## config.mk

```make
export PLATFORM = sky130hd
export DESIGN_NAME = line_editor_with_escape_keys_core
export DESIGN_NICKNAME = d
export VERILOG_FILES = /design/src/rtl/lnedit_pkg.sv /design/src/rtl/lnedit_ram.sv /design/src/rtl/lnedit_ctrl.sv /design/src/rtl/line_editor_with_escape_keys_core.sv
export SDC_FILE = /design/constraint.sdc
export NUM_CORES = 1
export LEC_CHECK = 0
export BUFFER_PORTS_ARGS = -buffer_cell sky130_fd_sc_hd__buf_2
export CORE_MARGIN = 8
export CORE_UTILIZATION = 59
export CTS_CLUSTER_DIAMETER = 100
export CTS_CLUSTER_SIZE = 24
export DETAILED_ROUTE_END_ITERATION = 10
export PLACE_DENSITY_LB_ADDON = 0.05
export SYNTH_ARGS = -nofsm -noshare
export SYNTH_HDL_FRONTEND = slang
export SYNTH_SLANG_ARGS = --single-unit
```

## constraint.sdc

```tcl
create_clock -name clock -period 11.14 [get_ports clock]
set_input_delay 2.228 -clock clock [delete_from_list [all_inputs] [get_ports clock]]
set_output_delay 2.228 -clock clock [all_outputs]
set_load 0.005 [all_outputs]
```

## src/rtl/lnedit_pkg.sv

```systemverilog
// Shared constants and types for the line editor with escape keys.
`timescale 1ns / 1ps

package lnedit_pkg;

   // Default line capacity and the fixed widths of the line fields.
   localparam int LINE_CAPACITY_DEF = 32;
   localparam int CNT_W  = 6;
   localparam int CHAR_W = 7;
   localparam int BYTE_W = 8;
   localparam int EV_W   = 3;

   // Event codes reported with each result.
   localparam logic [EV_W-1:0] EV_NONE = 3'd0;
   localparam logic [EV_W-1:0] EV_INS  = 3'd1;
   localparam logic [EV_W-1:0] EV_DEL  = 3'd2;
   localparam logic [EV_W-1:0] EV_MOVE = 3'd3;
   localparam logic [EV_W-1:0] EV_CHAR = 3'd4;
   localparam logic [EV_W-1:0] EV_END  = 3'd5;
   localparam logic [EV_W-1:0] EV_FULL = 3'd6;

   // Terminal key codes.
   localparam logic [BYTE_W-1:0] KEY_BS        = 8'd8;
   localparam logic [BYTE_W-1:0] KEY_LF        = 8'd10;
   localparam logic [BYTE_W-1:0] KEY_CR        = 8'd13;
   localparam logic [BYTE_W-1:0] KEY_ESC       = 8'd27;
   localparam logic [BYTE_W-1:0] KEY_RUBOUT    = 8'd127;
   localparam logic [BYTE_W-1:0] KEY_PRINT_LO  = 8'd32;
   localparam logic [BYTE_W-1:0] KEY_PRINT_HI  = 8'd126;
   localparam logic [BYTE_W-1:0] KEY_LBRACKET  = 8'h5B;
   localparam logic [BYTE_W-1:0] KEY_LEFT      = 8'h44;
   localparam logic [BYTE_W-1:0] KEY_RIGHT     = 8'h43;
   localparam logic [BYTE_W-1:0] KEY_HOME      = 8'h48;
   localparam logic [BYTE_W-1:0] KEY_END       = 8'h46;
   localparam logic [BYTE_W-1:0] KEY_TILDE     = 8'h7E;
   localparam logic [BYTE_W-1:0] KEY_DIGIT_LO  = 8'h30;
   localparam logic [BYTE_W-1:0] KEY_DIGIT_HI  = 8'h39;

   // Digits that select an action in a tilde sequence.
   localparam logic [3:0] DIGIT_HOME   = 4'd1;
   localparam logic [3:0] DIGIT_DELETE = 4'd3;
   localparam logic [3:0] DIGIT_END    = 4'd4;

   // One result as it leaves the sequencer.
   typedef struct packed {
      logic              strobe;
      logic [EV_W-1:0]   event_res;
      logic [BYTE_W-1:0] char_out;
      logic [CNT_W-1:0]  cursor_pos;
      logic [CNT_W-1:0]  line_length;
      logic              last;
   } result_type;

endpackage

```

## src/rtl/lnedit_ram.sv

```systemverilog
// Generic single-clock RAM with one write port and one registered read port.
`timescale 1ns / 1ps

module lnedit_ram #(
   parameter int WIDTH = 7,
   parameter int DEPTH = 32,
   localparam int ADDR_W = (DEPTH > 1) ? $clog2(DEPTH) : 1
) (
   input  logic              clock,
   input  logic              wr_en,
   input  logic [ADDR_W-1:0] wr_addr,
   input  logic [WIDTH-1:0]  wr_data,
   input  logic [ADDR_W-1:0] rd_addr,
   output logic [WIDTH-1:0]  rd_data
);

   logic [WIDTH-1:0] mem [DEPTH];
   logic [WIDTH-1:0] rd_data_ff;

   always_ff @(posedge clock) begin
      if (wr_en) begin
         mem[wr_addr] <= wr_data;
      end
      rd_data_ff <= mem[rd_addr];
   end

   assign rd_data = rd_data_ff;

endmodule

```

## src/rtl/lnedit_ctrl.sv

```systemverilog
// Key decoder and sequencer that edits the line held in the line RAM.
`timescale 1ns / 1ps

module lnedit_ctrl
   import lnedit_pkg::*;
#(
   parameter int LINE_CAPACITY = LINE_CAPACITY_DEF,
   localparam int ADDR_W = (LINE_CAPACITY > 1) ? $clog2(LINE_CAPACITY) : 1
) (
   input  logic              clock,
   input  logic              reset,
   input  logic              start,
   input  logic [BYTE_W-1:0] req_key_byte,
   output logic              busy,
   output logic              ram_we,
   output logic [ADDR_W-1:0] ram_waddr,
   output logic [CHAR_W-1:0] ram_wdata,
   output logic [ADDR_W-1:0] ram_raddr,
   input  logic [CHAR_W-1:0] ram_rdata,
   output result_type        rsp
);

   localparam logic [CNT_W-1:0] CAP = CNT_W'(LINE_CAPACITY);
   localparam logic [CNT_W-1:0] ONE = CNT_W'(1);

   typedef enum logic [1:0] {
      ST_IDLE,
      ST_SHIFT,
      ST_READ
   } state_type;

   typedef enum logic [1:0] {
      ESC_IDLE,
      ESC_SEEN,
      ESC_BRACKET,
      ESC_DIGIT
   } esc_type;

   state_type         state_ff, state_in;
   esc_type           phase_ff, phase_in;
   logic [3:0]        digit_ff, digit_in;
   logic [CNT_W-1:0]  len_ff, len_in;
   logic [CNT_W-1:0]  cur_ff, cur_in;
   logic [CNT_W-1:0]  rd_ff, rd_in;
   logic [CNT_W-1:0]  cnt_ff, cnt_in;
   logic [CNT_W-1:0]  num_ff, num_in;
   logic [CNT_W-1:0]  pos_ff, pos_in;
   logic [CNT_W-1:0]  wa_ff, wa_in;
   logic [CHAR_W-1:0] ch_ff, ch_in;
   logic [EV_W-1:0]   ev_ff, ev_in;
   logic              up_ff, up_in;
   logic              wv_ff, wv_in;
   logic              wsrc_ff, wsrc_in;
   logic              chv_ff, chv_in;
   result_type        rsp_ff, rsp_in;
   logic [BYTE_W-1:0] key;

   assign key = req_key_byte;

   always_comb begin
      state_in = state_ff;
      phase_in = phase_ff;
      digit_in = digit_ff;
      len_in   = len_ff;
      cur_in   = cur_ff;
      rd_in    = rd_ff;
      cnt_in   = cnt_ff;
      num_in   = num_ff;
      pos_in   = pos_ff;
      wa_in    = wa_ff;
      ch_in    = ch_ff;
      ev_in    = ev_ff;
      up_in    = up_ff;
      wv_in    = 1'b0;
      wsrc_in  = 1'b0;
      chv_in   = 1'b0;
      rsp_in   = '0;

      case (state_ff)
         ST_IDLE: begin
            if (start) begin
               // By default a byte gives one result with no change.
               rsp_in.strobe    = 1'b1;
               rsp_in.event_res = EV_NONE;
               rsp_in.last      = 1'b1;
               if (phase_ff != ESC_IDLE) begin
                  case (phase_ff)
                     ESC_SEEN: begin
                        phase_in = (key == KEY_LBRACKET) ? ESC_BRACKET : ESC_IDLE;
                     end
                     ESC_BRACKET: begin
                        phase_in = ESC_IDLE;
                        if (key == KEY_LEFT) begin
                           if (cur_ff != '0) begin
                              cur_in = cur_ff - ONE;
                              rsp_in.event_res = EV_MOVE;
                           end
                        end else if (key == KEY_RIGHT) begin
                           if (cur_ff < len_ff) begin
                              cur_in = cur_ff + ONE;
                              rsp_in.event_res = EV_MOVE;
                           end
                        end else if (key == KEY_HOME) begin
                           cur_in = '0;
                           rsp_in.event_res = EV_MOVE;
                        end else if (key == KEY_END) begin
                           cur_in = len_ff;
                           rsp_in.event_res = EV_MOVE;
                        end else if (key >= KEY_DIGIT_LO && key <= KEY_DIGIT_HI) begin
                           digit_in = key[3:0];
                           phase_in = ESC_DIGIT;
                        end
                     end
                     default: begin
                        phase_in = ESC_IDLE;
                        if (key == KEY_TILDE) begin
                           if (digit_ff == DIGIT_HOME) begin
                              cur_in = '0;
                              rsp_in.event_res = EV_MOVE;
                           end else if (digit_ff == DIGIT_END) begin
                              cur_in = len_ff;
                              rsp_in.event_res = EV_MOVE;
                           end else if (digit_ff == DIGIT_DELETE && cur_ff < len_ff) begin
                              // Delete at the cursor: close the gap from above.
                              rsp_in   = '0;
                              len_in   = len_ff - ONE;
                              cnt_in   = len_ff - cur_ff - ONE;
                              rd_in    = cur_ff + ONE;
                              up_in    = 1'b0;
                              ev_in    = EV_DEL;
                              state_in = ST_SHIFT;
                           end
                        end
                     end
                  endcase
               end else if (key == KEY_CR || key == KEY_LF) begin
                  rsp_in   = '0;
                  num_in   = len_ff;
                  len_in   = '0;
                  cur_in   = '0;
                  rd_in    = '0;
                  state_in = ST_READ;
               end else if (key == KEY_BS || key == KEY_RUBOUT) begin
                  if (cur_ff != '0) begin
                     rsp_in   = '0;
                     len_in   = len_ff - ONE;
                     cur_in   = cur_ff - ONE;
                     cnt_in   = len_ff - cur_ff;
                     rd_in    = cur_ff;
                     up_in    = 1'b0;
                     ev_in    = EV_DEL;
                     state_in = ST_SHIFT;
                  end
               end else if (key == KEY_ESC) begin
                  phase_in = ESC_SEEN;
               end else if (key >= KEY_PRINT_LO && key <= KEY_PRINT_HI) begin
                  if (len_ff >= CAP) begin
                     rsp_in.event_res = EV_FULL;
                  end else begin
                     // Open a gap at the cursor, then write the byte into it.
                     rsp_in   = '0;
                     cnt_in   = len_ff - cur_ff;
                     rd_in    = len_ff - ONE;
                     pos_in   = cur_ff;
                     ch_in    = key[CHAR_W-1:0];
                     len_in   = len_ff + ONE;
                     cur_in   = cur_ff + ONE;
                     up_in    = 1'b1;
                     ev_in    = EV_INS;
                     state_in = ST_SHIFT;
                  end
               end
               if (rsp_in.strobe) begin
                  rsp_in.cursor_pos  = cur_in;
                  rsp_in.line_length = len_in;
               end
            end
         end

         ST_SHIFT: begin
            if (cnt_ff != '0) begin
               wv_in  = 1'b1;
               wa_in  = up_ff ? rd_ff + ONE : rd_ff - ONE;
               rd_in  = up_ff ? rd_ff - ONE : rd_ff + ONE;
               cnt_in = cnt_ff - ONE;
            end else begin
               if (up_ff) begin
                  wv_in   = 1'b1;
                  wsrc_in = 1'b1;
                  wa_in   = pos_ff;
               end
               rsp_in.strobe      = 1'b1;
               rsp_in.event_res   = ev_ff;
               rsp_in.cursor_pos  = cur_ff;
               rsp_in.line_length = len_ff;
               rsp_in.last        = 1'b1;
               state_in           = ST_IDLE;
            end
         end

         ST_READ: begin
            if (chv_ff) begin
               rsp_in.strobe      = 1'b1;
               rsp_in.event_res   = EV_CHAR;
               rsp_in.char_out    = {1'b0, ram_rdata};
               rsp_in.cursor_pos  = cur_ff;
               rsp_in.line_length = len_ff;
            end
            if (rd_ff != num_ff) begin
               chv_in = 1'b1;
               rd_in  = rd_ff + ONE;
            end else if (!chv_ff) begin
               rsp_in.strobe      = 1'b1;
               rsp_in.event_res   = EV_END;
               rsp_in.char_out    = KEY_LF;
               rsp_in.cursor_pos  = cur_ff;
               rsp_in.line_length = len_ff;
               rsp_in.last        = 1'b1;
               state_in           = ST_IDLE;
            end
         end

         default: begin
            state_in = ST_IDLE;
         end
      endcase
   end

   always_ff @(posedge clock) begin
      if (reset) begin
         state_ff <= ST_IDLE;
         phase_ff <= ESC_IDLE;
         digit_ff <= '0;
         len_ff   <= '0;
         cur_ff   <= '0;
         wv_ff    <= 1'b0;
         chv_ff   <= 1'b0;
         rsp_ff   <= '0;
      end else begin
         state_ff <= state_in;
         phase_ff <= phase_in;
         digit_ff <= digit_in;
         len_ff   <= len_in;
         cur_ff   <= cur_in;
         wv_ff    <= wv_in;
         chv_ff   <= chv_in;
         rsp_ff   <= rsp_in;
      end
      rd_ff   <= rd_in;
      cnt_ff  <= cnt_in;
      num_ff  <= num_in;
      pos_ff  <= pos_in;
      wa_ff   <= wa_in;
      ch_ff   <= ch_in;
      ev_ff   <= ev_in;
      up_ff   <= up_in;
      wsrc_ff <= wsrc_in;
   end

   assign busy      = (state_ff != ST_IDLE);
   assign ram_we    = wv_ff;
   assign ram_waddr = wa_ff[ADDR_W-1:0];
   assign ram_wdata = wsrc_ff ? ch_ff : ram_rdata;
   assign ram_raddr = rd_ff[ADDR_W-1:0];
   assign rsp       = rsp_ff;

endmodule

```

## src/rtl/line_editor_with_escape_keys_core.sv

```systemverilog
// Top level of the line editor: sequencer plus the line RAM.
`timescale 1ns / 1ps

// A byte that only moves state gives its result in the cycle after the transfer.
// Edits walk one RAM entry per cycle, and the result follows the last move. CR or LF
// keeps busy high while the line is read out. Results cannot be held off; reset empties
// the line, homes the cursor and leaves escape parsing idle.
module line_editor_with_escape_keys_core
   import lnedit_pkg::*;
#(
   parameter int LINE_CAPACITY = LINE_CAPACITY_DEF
) (
   input  logic              clock,
   input  logic              reset,
   input  logic              start,
   output logic              busy,
   input  logic [BYTE_W-1:0] req_key_byte,
   output logic              rsp_strobe,
   output logic [EV_W-1:0]   rsp_event_res,
   output logic [BYTE_W-1:0] rsp_char_out,
   output logic [CNT_W-1:0]  rsp_cursor_pos,
   output logic [CNT_W-1:0]  rsp_line_length,
   output logic              rsp_last
);

   // The line RAM needs an address for each character position.
   localparam int ADDR_W = (LINE_CAPACITY > 1) ? $clog2(LINE_CAPACITY) : 1;

   logic              ram_we;
   logic [ADDR_W-1:0] ram_waddr;
   logic [CHAR_W-1:0] ram_wdata;
   logic [ADDR_W-1:0] ram_raddr;
   logic [CHAR_W-1:0] ram_rdata;
   result_type        rsp;

   // The sequencer owns the cursor, the length and the escape parser. It moves
   // characters through the RAM with a one-deep write pipeline: the entry read in
   // one cycle is written one place over in the next.
   lnedit_ctrl #(
      .LINE_CAPACITY (LINE_CAPACITY)
   ) u_ctrl (
      .clock        (clock),
      .reset        (reset),
      .start        (start),
      .req_key_byte (req_key_byte),
      .busy         (busy),
      .ram_we       (ram_we),
      .ram_waddr    (ram_waddr),
      .ram_wdata    (ram_wdata),
      .ram_raddr    (ram_raddr),
      .ram_rdata    (ram_rdata),
      .rsp          (rsp)
   );

   // Line storage. Entries at or beyond the current length are never read back
   // into a result, so the RAM needs no clearing after reset.
   lnedit_ram #(
      .WIDTH (CHAR_W),
      .DEPTH (LINE_CAPACITY)
   ) u_line_ram (
      .clock   (clock),
      .wr_en   (ram_we),
      .wr_addr (ram_waddr),
      .wr_data (ram_wdata),
      .rd_addr (ram_raddr),
      .rd_data (ram_rdata)
   );

   // Each result comes straight from the sequencer's output register.
   assign rsp_strobe      = rsp.strobe;
   assign rsp_event_res   = rsp.event_res;
   assign rsp_char_out    = rsp.char_out;
   assign rsp_cursor_pos  = rsp.cursor_pos;
   assign rsp_line_length = rsp.line_length;
   assign rsp_last        = rsp.last;

endmodule

```

==> run_results.csv, run 1 <==
group,metric,value,unit
setup_path,crit_required,11.26,ns
timing,fmax,195,MHz
placement,dp_hpwl,24100,um
logic_synthesis,ys_async_sr_fraction,0,%
logic_synthesis,synth_warnings,0,
placement,place_congestion,0.988,
detailed_routing,vias,9161,
cells_and_area,antennaDiodeCount,0,
power_and_ir_drop,totalPowerFinal,2470,uW
detailed_routing,drc_errors,0,
cells_and_area,drive_above_1_share,15.9,%
floorplanning,dieArea,0.0300,sq mm
logic_synthesis,synth-adder-area-share,2.11,%
logic_synthesis,synth_nets,1092,
logic_synthesis,synthDistinctLibCells,82,
floorplanning,core-area,0.0243,sq mm
floorplanning,start_util,60.0,%
setup_path,crit_buf_inv,2,
hold_path,hp-class,"reg -> reg",
timing,rsz0062_at_grt,"no",
setup_path,cp_num_cells,7,
timing,setup_ws,6.01,ns
floorplanning,die-height,173,um
cts,ctsResizeCount,0,
setup_path,slowest_delay,1.00,ns
logic_synthesis,synth_compound_area_share,9.42,%
grt,grt-ovfl-total,0,
detailed_routing,ant_nets,0,
grt,grt_max_degree,66,
setup_path,cp-start-kind,"input port",
cts,cts_buffer_depth,3,
setup_path,critPathSlowestCell,"a2111oi_1",
timing,maxSlewHeadroom,17.2,%
timing,finalCriticalPeriod,5.13,ns
setup_path,path_delay_family,"compound AO/OA/AOI/OAI gates",
logic_synthesis,synth_seq_area_share,61.1,%
setup_path,end_kind,"register",
detailed_routing,viasPerCell,6.59,
timing,final_max_slew_viol_count,0,
floorplanning,die-width,173,um
floorplanning,io_pins,37,
placement,dp_slack,5.56,ns
grt,grt_util_all_layers,23.5,%
setup_path,critPathArrivalTime,5.25,ns
timing,final_hold_viol_count,0,
logic_synthesis,muxShareOfSynthArea,12.0,%
grt,first_global_vias,8521,
setup_path,r2r_start,"u_ctrl.cur_ff[1]$_SDFFE_PP0P_",
detailed_routing,wire_per_inst,25.6,um
setup_path,worstReg2RegEnd,"u_ctrl.rd_ff[1]$_DFFE_PP_",
flow_run,cap_violations,0,
logic_synthesis,synthCells,1057,
setup_path,cp_max_fo,16,
floorplanning,rows,57,
logic_synthesis,post_synth.cell_area_avg,13.8,sq um
cells_and_area,n_fill_cell,1832,
power_and_ir_drop,peakVddDrop,0.000122,V
logic_synthesis,syn_area,0.0146,sq mm
timing,setup_viol,0,
cts,ctsRootBufferMaster,"clkbuf_16",
power_and_ir_drop,p_per_area,160,mW/mm^2
setup_path,rrSetupSlack,6.36,ns
power_and_ir_drop,p_leak,0.00500,uW
cts,cts_tree,"yes",
cells_and_area,areaGrowthSynthToFinish,5.67,%
placement,io_buffer_count,35,
cts,clk-insertion-delay-late,0.50,ns
timing,skew,0.0206,ns
cells_and_area,fin_nets,1091,
cts,clk_pin_slew_worst_paths,0.09,ns
cts,clock-sinks,315,
logic_synthesis,synth_top_family_by_area,"multiplexers",
detailed_routing,drt_iter0_markers,1159,
cts,cts_made_buffers,17,
setup_path,endpoint,"u_ctrl.rd_ff[1]$_DFFE_PP_",
cts,cts_hold_buf,0,
detailed_routing,wl,35600,um
setup_path,critPathKind,"in -> reg",
detailed_routing,drt-pass1-iter-count,5,
cts,postCtsSetupBuffers,0,
logic_synthesis,synth-xor-area-share,2.22,%
logic_synthesis,synth-seq-cells,315,
timing,tightest_slew,1.24,ns
logic_synthesis,synth_simple_gate_area_share,10.0,%
setup_path,reg2regPathDepth,8,
logic_synthesis,synthFlopType,"edfxtp_1",
setup_path,crit_start,"req_key_byte[3]",
grt,grt_first_pass_wirelength,54500,um
logic_synthesis,synth-edff-count,261,
timing,final.setup.tns,0,ns
timing,fin_crit_sh,46.1,%
cts,h-tree-depth,1,
setup_path,crit_chain,"buf_2 -> inv_1 -> nor4_1 -> nand4_1 -> a221oi_1 -> a21oi_1 -> a2111oi_1",
grt,antenna_found_initial,0,
status,outcome,"completed",
-- sequential cells by signal, indices dropped and copies added, names as in the netlist, 2 cells and up --
signal              flops
u_ctrl.state_ff         2
u_ctrl.phase_ff         2
u_ctrl.num_ff           6
u_ctrl.cur_ff           6
u_ctrl.pos_ff           5
u_ctrl.len_ff           6
u_ctrl.rd_ff            6
u_line_ram.mem        224
u_ctrl.ev_ff            2
u_ctrl.cnt_ff           6
u_ctrl.digit_ff         4
u_line_ram.rd_data      7
u_ctrl.wa_ff            5
u_ctrl.rsp             24
u_ctrl.ch_ff            7
-- report_power, final --
group          internal (uW)  switching [uW]  total, uW
sequential              1380            37.0       1420
clock                    292             362        654
combinational            142             258        400
-- worst register-to-register path, stage by stage, from the launching register on --
cell and delay, ns:
dfxtp_1 0.74, inv_1 0.35, ha_1 0.39, nand4_1 0.10, o22a_1 0.44, nand4_1 0.58, a221oi_1 0.62, a21oi_1 0.18
a2111oi_1 1.00
-- area by class of cell --
cell class | instances | area [sq um] | area share, %
Timing Repair Buffer | 46 | 258 | 1.67
Inverter | 32 | 120 | 0.779
Clock inverter | 3 | 30.0 | 0.195
Clock buffer | 26 | 459 | 2.98
Multi-Input combinational cell | 644 | 5230 | 33.9
Sequential cell | 315 | 8920 | 57.8
Tap cell | 324 | 405 | 2.63
-- per-layer routing --
| metal | global-route usage (%) | wire length, um | vias to the layer above |
|---|---|---|---|
| li1 | - | - | 4093 |
| met1 | 38.0 | 16200 | 4562 |
| met2 | 33.1 | 15100 | 474 |
| met3 | 4.14 | 3790 | 32 |
| met4 | 3.74 | 488 | 0 |
| met5 | 0 | 0 | - |
-- cells in the mapped netlist, drive strengths merged, types with 8 or more instances --
cell type  instances  area (sq um)
a211oi            16           130
a21oi             49           249
a221oi             9          85.1
a31oi             17           106
and2               9          56.3
and3               9          56.3
buf               21           148
clkbuf            43           161
dfxtp             54          1080
edfxtp           261          7840
ha                23           288
inv               31           116
mux2              14           158
mux4              70          1580
nand2             78           293
nand3             22           115
nand3b            10          75.1
nor2              79           297
nor3              28           151
nor4               8          65.1
o21ai             48           240
or3                8          50.1
xnor2             22           193
xor2              15           131
-- layout by cell type, fill, tap and decap left out, drive strengths merged, types with 23 or more instances in the layout --
cell type    n
buf         46
dfxtp       54
ha          23
edfxtp     261
nor3        28
mux4        70
nand2       78
a21oi       49
o21ai       48
inv         31
nor2        79
clkbuf      26
-- cells by family (layout without fill, tap and decap cells) --
family          after synthesis  count (layout)
compound gates              206             206
xor+xnor                     37              37
fa+ha+maj                    24              24
buf+inv                      98             107
flops                       315             315
mux                          86              86
other cells                   1               1
simple gates                290             290
-- worst min path at each step --
stage	from	end	slack (ns)	cells past startpoint
2_1_floorplan	u_ctrl.len_ff[4]$_SDFFE_PP0P_	u_ctrl.num_ff[4]$_DFFE_PP_	0.43	0
3_3_place_gp	u_ctrl.digit_ff[1]$_SDFFE_PP0P_	u_ctrl.digit_ff[1]$_SDFFE_PP0P_	0.46	2
3_5_place_dp	u_ctrl.digit_ff[3]$_SDFFE_PP0P_	u_ctrl.digit_ff[3]$_SDFFE_PP0P_	0.47	2
4_1_cts	u_ctrl.digit_ff[3]$_SDFFE_PP0P_	u_ctrl.digit_ff[3]$_SDFFE_PP0P_	0.48	2
5_1_grt	u_ctrl.digit_ff[1]$_SDFFE_PP0P_	u_ctrl.digit_ff[1]$_SDFFE_PP0P_	0.50	2
6_report	u_ctrl.phase_ff[1]$_SDFFE_PP0P_	u_ctrl.phase_ff[1]$_SDFFE_PP0P_	0.48	2
-- per-stage QoR --
| stage | instances | hold slack (ns) | cell area, sq um | util [%] |
|---|---|---|---|---|
| finish | 1390 | 0.478 | 15400 | 63.4 |
| detailed placement | 1361 | 0.468 | 14900 | 61.4 |
| global route | 1390 | 0.505 | 15400 | 63.4 |
| CTS | 1390 | 0.481 | 15400 | 63.4 |
| global placement | 1361 | 0.457 | 14900 | 61.4 |
| floorplan | 1057 | 0.432 | 14600 | - |
No activity file was read; power rests on OpenSTA's default activity.
==> run 2, diff against run 1 <==
clock period = 5.4 ns   (was 11.14 ns; I/O delays follow)
==> run 2 against run 1 <==
Count of clock-buffer cells in the layout is the same. Combinational power grew 110%. Die area is the same. Core utilization grew 0.072 points. Final area grew 0.11%. Critical path depth grew 1. Register-to-register slack lost 4.9 ns. Worst hold slack gained 0.00089 ns.
==> run_results.csv, run 2 (synthesized netlist as in run 1, its figures left out) <==
group,metric,value,unit
floorplanning,io_pins,37,
detailed_routing,ant_nets,0,
cells_and_area,areaGrowthSynthToFinish,5.79,%
placement,io_buffer_count,35,
timing,setup_viol,0,
timing,skew,0.0120,ns
status,outcome,"completed",
cells_and_area,multi_input_area,0.00523,sq mm
cells_and_area,largest_register_ff_count,224,
placement,placed_area,0.0149,sq mm
setup_path,cp_num_cells,8,
cells_and_area,layout_common_cells,"edfxtp_1, nor2_1, nand2_1",
cells_and_area,drive_above_1_share,16.0,%
cells_and_area,top_register,"u_line_ram.mem",
cts,cts_hold_buf,0,
setup_path,critPathKind,"reg -> reg",
timing,rsz0062_at_grt,"no",
setup_path,crit_buf_inv,1,
setup_path,reg2regPathDepth,8,
setup_path,path_delay_family,"compound AO/OA/AOI/OAI gates",
detailed_routing,wire_per_inst,26.4,um
grt,first_global_vias,8936,
hold_path,worstHoldPathCells,2,
floorplanning,start_util,60.0,%
detailed_routing,wl,36800,um
floorplanning,core-area,0.0243,sq mm
hold_path,hp-class,"reg -> reg",
power_and_ir_drop,p_per_area,331,mW/mm^2
cts,postCtsSetupBuffers,0,
cells_and_area,layout.cells.most_common,"edfxtp_1",
cts,cts_tree,"yes",
cts,clk_pin_slew_worst_paths,0.09,ns
setup_path,cp-start-kind,"register",
timing,final.setup.tns,0,ns
placement,dp_hpwl,24800,um
timing,maxSlewHeadroom,28.8,%
cells_and_area,register_area,0.00892,sq mm
timing,final_hold_viol_count,0,
cts,cts_made_buffers,17,
grt,grt_first_pass_wirelength,56000,um
setup_path,crit_chain,"inv_1 -> ha_1 -> nand2_1 -> o22a_1 -> nand4_1 -> o22ai_1 -> o2111ai_1 -> a21oi_1",
setup_path,cp_max_fo,13,
cts,cts_buffer_depth,3,
floorplanning,die-width,173,um
setup_path,crit_required,5.54,ns
placement,place_congestion,0.977,
power_and_ir_drop,peakVddDrop,0.000268,V
floorplanning,dieArea,0.0300,sq mm
detailed_routing,drt_iter0_markers,1155,
timing,finalCriticalPeriod,3.95,ns
cts,clk-insertion-delay-late,0.51,ns
timing,setup_ws,1.45,ns
grt,grt_max_degree,67,
flow_run,cap_violations,0,
detailed_routing,drt-pass1-iter-count,6,
power_and_ir_drop,p_leak,0.00501,uW
floorplanning,die-height,173,um
setup_path,critPathArrivalTime,4.10,ns
floorplanning,rows,57,
placement,dp_slack,1.44,ns
setup_path,end_kind,"register",
cts,ctsRootBufferMaster,"clkbuf_16",
timing,fmax,253,MHz
detailed_routing,viasPerCell,6.65,
cells_and_area,n_fill_cell,1836,
detailed_routing,vias,9254,
cells_and_area,fin_nets,1092,
grt,grt_util_all_layers,24.3,%
cts,ctsResizeCount,0,
setup_path,slowest_delay,0.71,ns
cts,h-tree-depth,1,
cells_and_area,fin_area,0.0154,sq mm
grt,antenna_found_initial,0,
timing,final_max_slew_viol_count,0,
timing,tightest_slew,1.05,ns
timing,fin_crit_sh,73.2,%
cts,clock-sinks,315,
detailed_routing,drc_errors,0,
setup_path,critPathSlowestCell,"dfxtp_1",
grt,grt-ovfl-total,0,
run 2: power by group:
group          internal, uW  switching (uW)
clock                   604             754
sequential             2840            76.4
combinational           295             540
total                  3740            1370
run 2: metrics by stage:
stage                     instances  power [uW]  hold WS, ns  utilization (%)
final                          1392        5110        0.479             63.5
after floorplan                1057        3510        0.432                -
after CTS                      1391        5130        0.478             63.5
after detailed placement       1362        3800        0.466             61.5
after global routing           1391        5280        0.513             63.5
after global placement         1362        3780        0.462             61.5
run 2: cell type report:
type / instances / share of cell area [%]
Sequential cell: 315 / 57.8
Multi-Input combinational cell: 644 / 33.9
Clock buffer: 26 / 2.98
Tap cell: 324 / 2.63
Timing Repair Buffer: 47 / 1.80
Inverter: 32 / 0.778
Clock inverter: 3 / 0.162
Antenna cell: 1 / 0.0162
run 2: final timing paths:
check / startpoint / to / slack [ns]
hold reg to reg: u_ctrl.digit_ff[3]$_SDFFE_PP0P_ / u_ctrl.digit_ff[3]$_SDFFE_PP0P_ / 0.48
hold / removal: u_ctrl.digit_ff[3]$_SDFFE_PP0P_ / u_ctrl.digit_ff[3]$_SDFFE_PP0P_ / 0.48
setup / recovery: u_ctrl.cur_ff[3]$_SDFFE_PP0P_ / u_ctrl.cnt_ff[5]$_DFFE_PP_ / 1.45
setup reg to reg: u_ctrl.cur_ff[3]$_SDFFE_PP0P_ / u_ctrl.cnt_ff[5]$_DFFE_PP_ / 1.45
run 2: worst register-to-register path, cell delays in order (launching register included):
cell and delay [ns]:
dfxtp_1 0.71, inv_1 0.29, ha_1 0.43, nand2_1 0.08
o22a_1 0.36, nand4_1 0.51, o22ai_1 0.38, o2111ai_1 0.24
a21oi_1 0.59
run 2: per-layer routing:
layer  GRT usage (%)  part of all wire, %
met1            37.5                   45
met2            34.4                   43
met3            5.75                   10
met4            5.14                  1.9
met5               0                    0
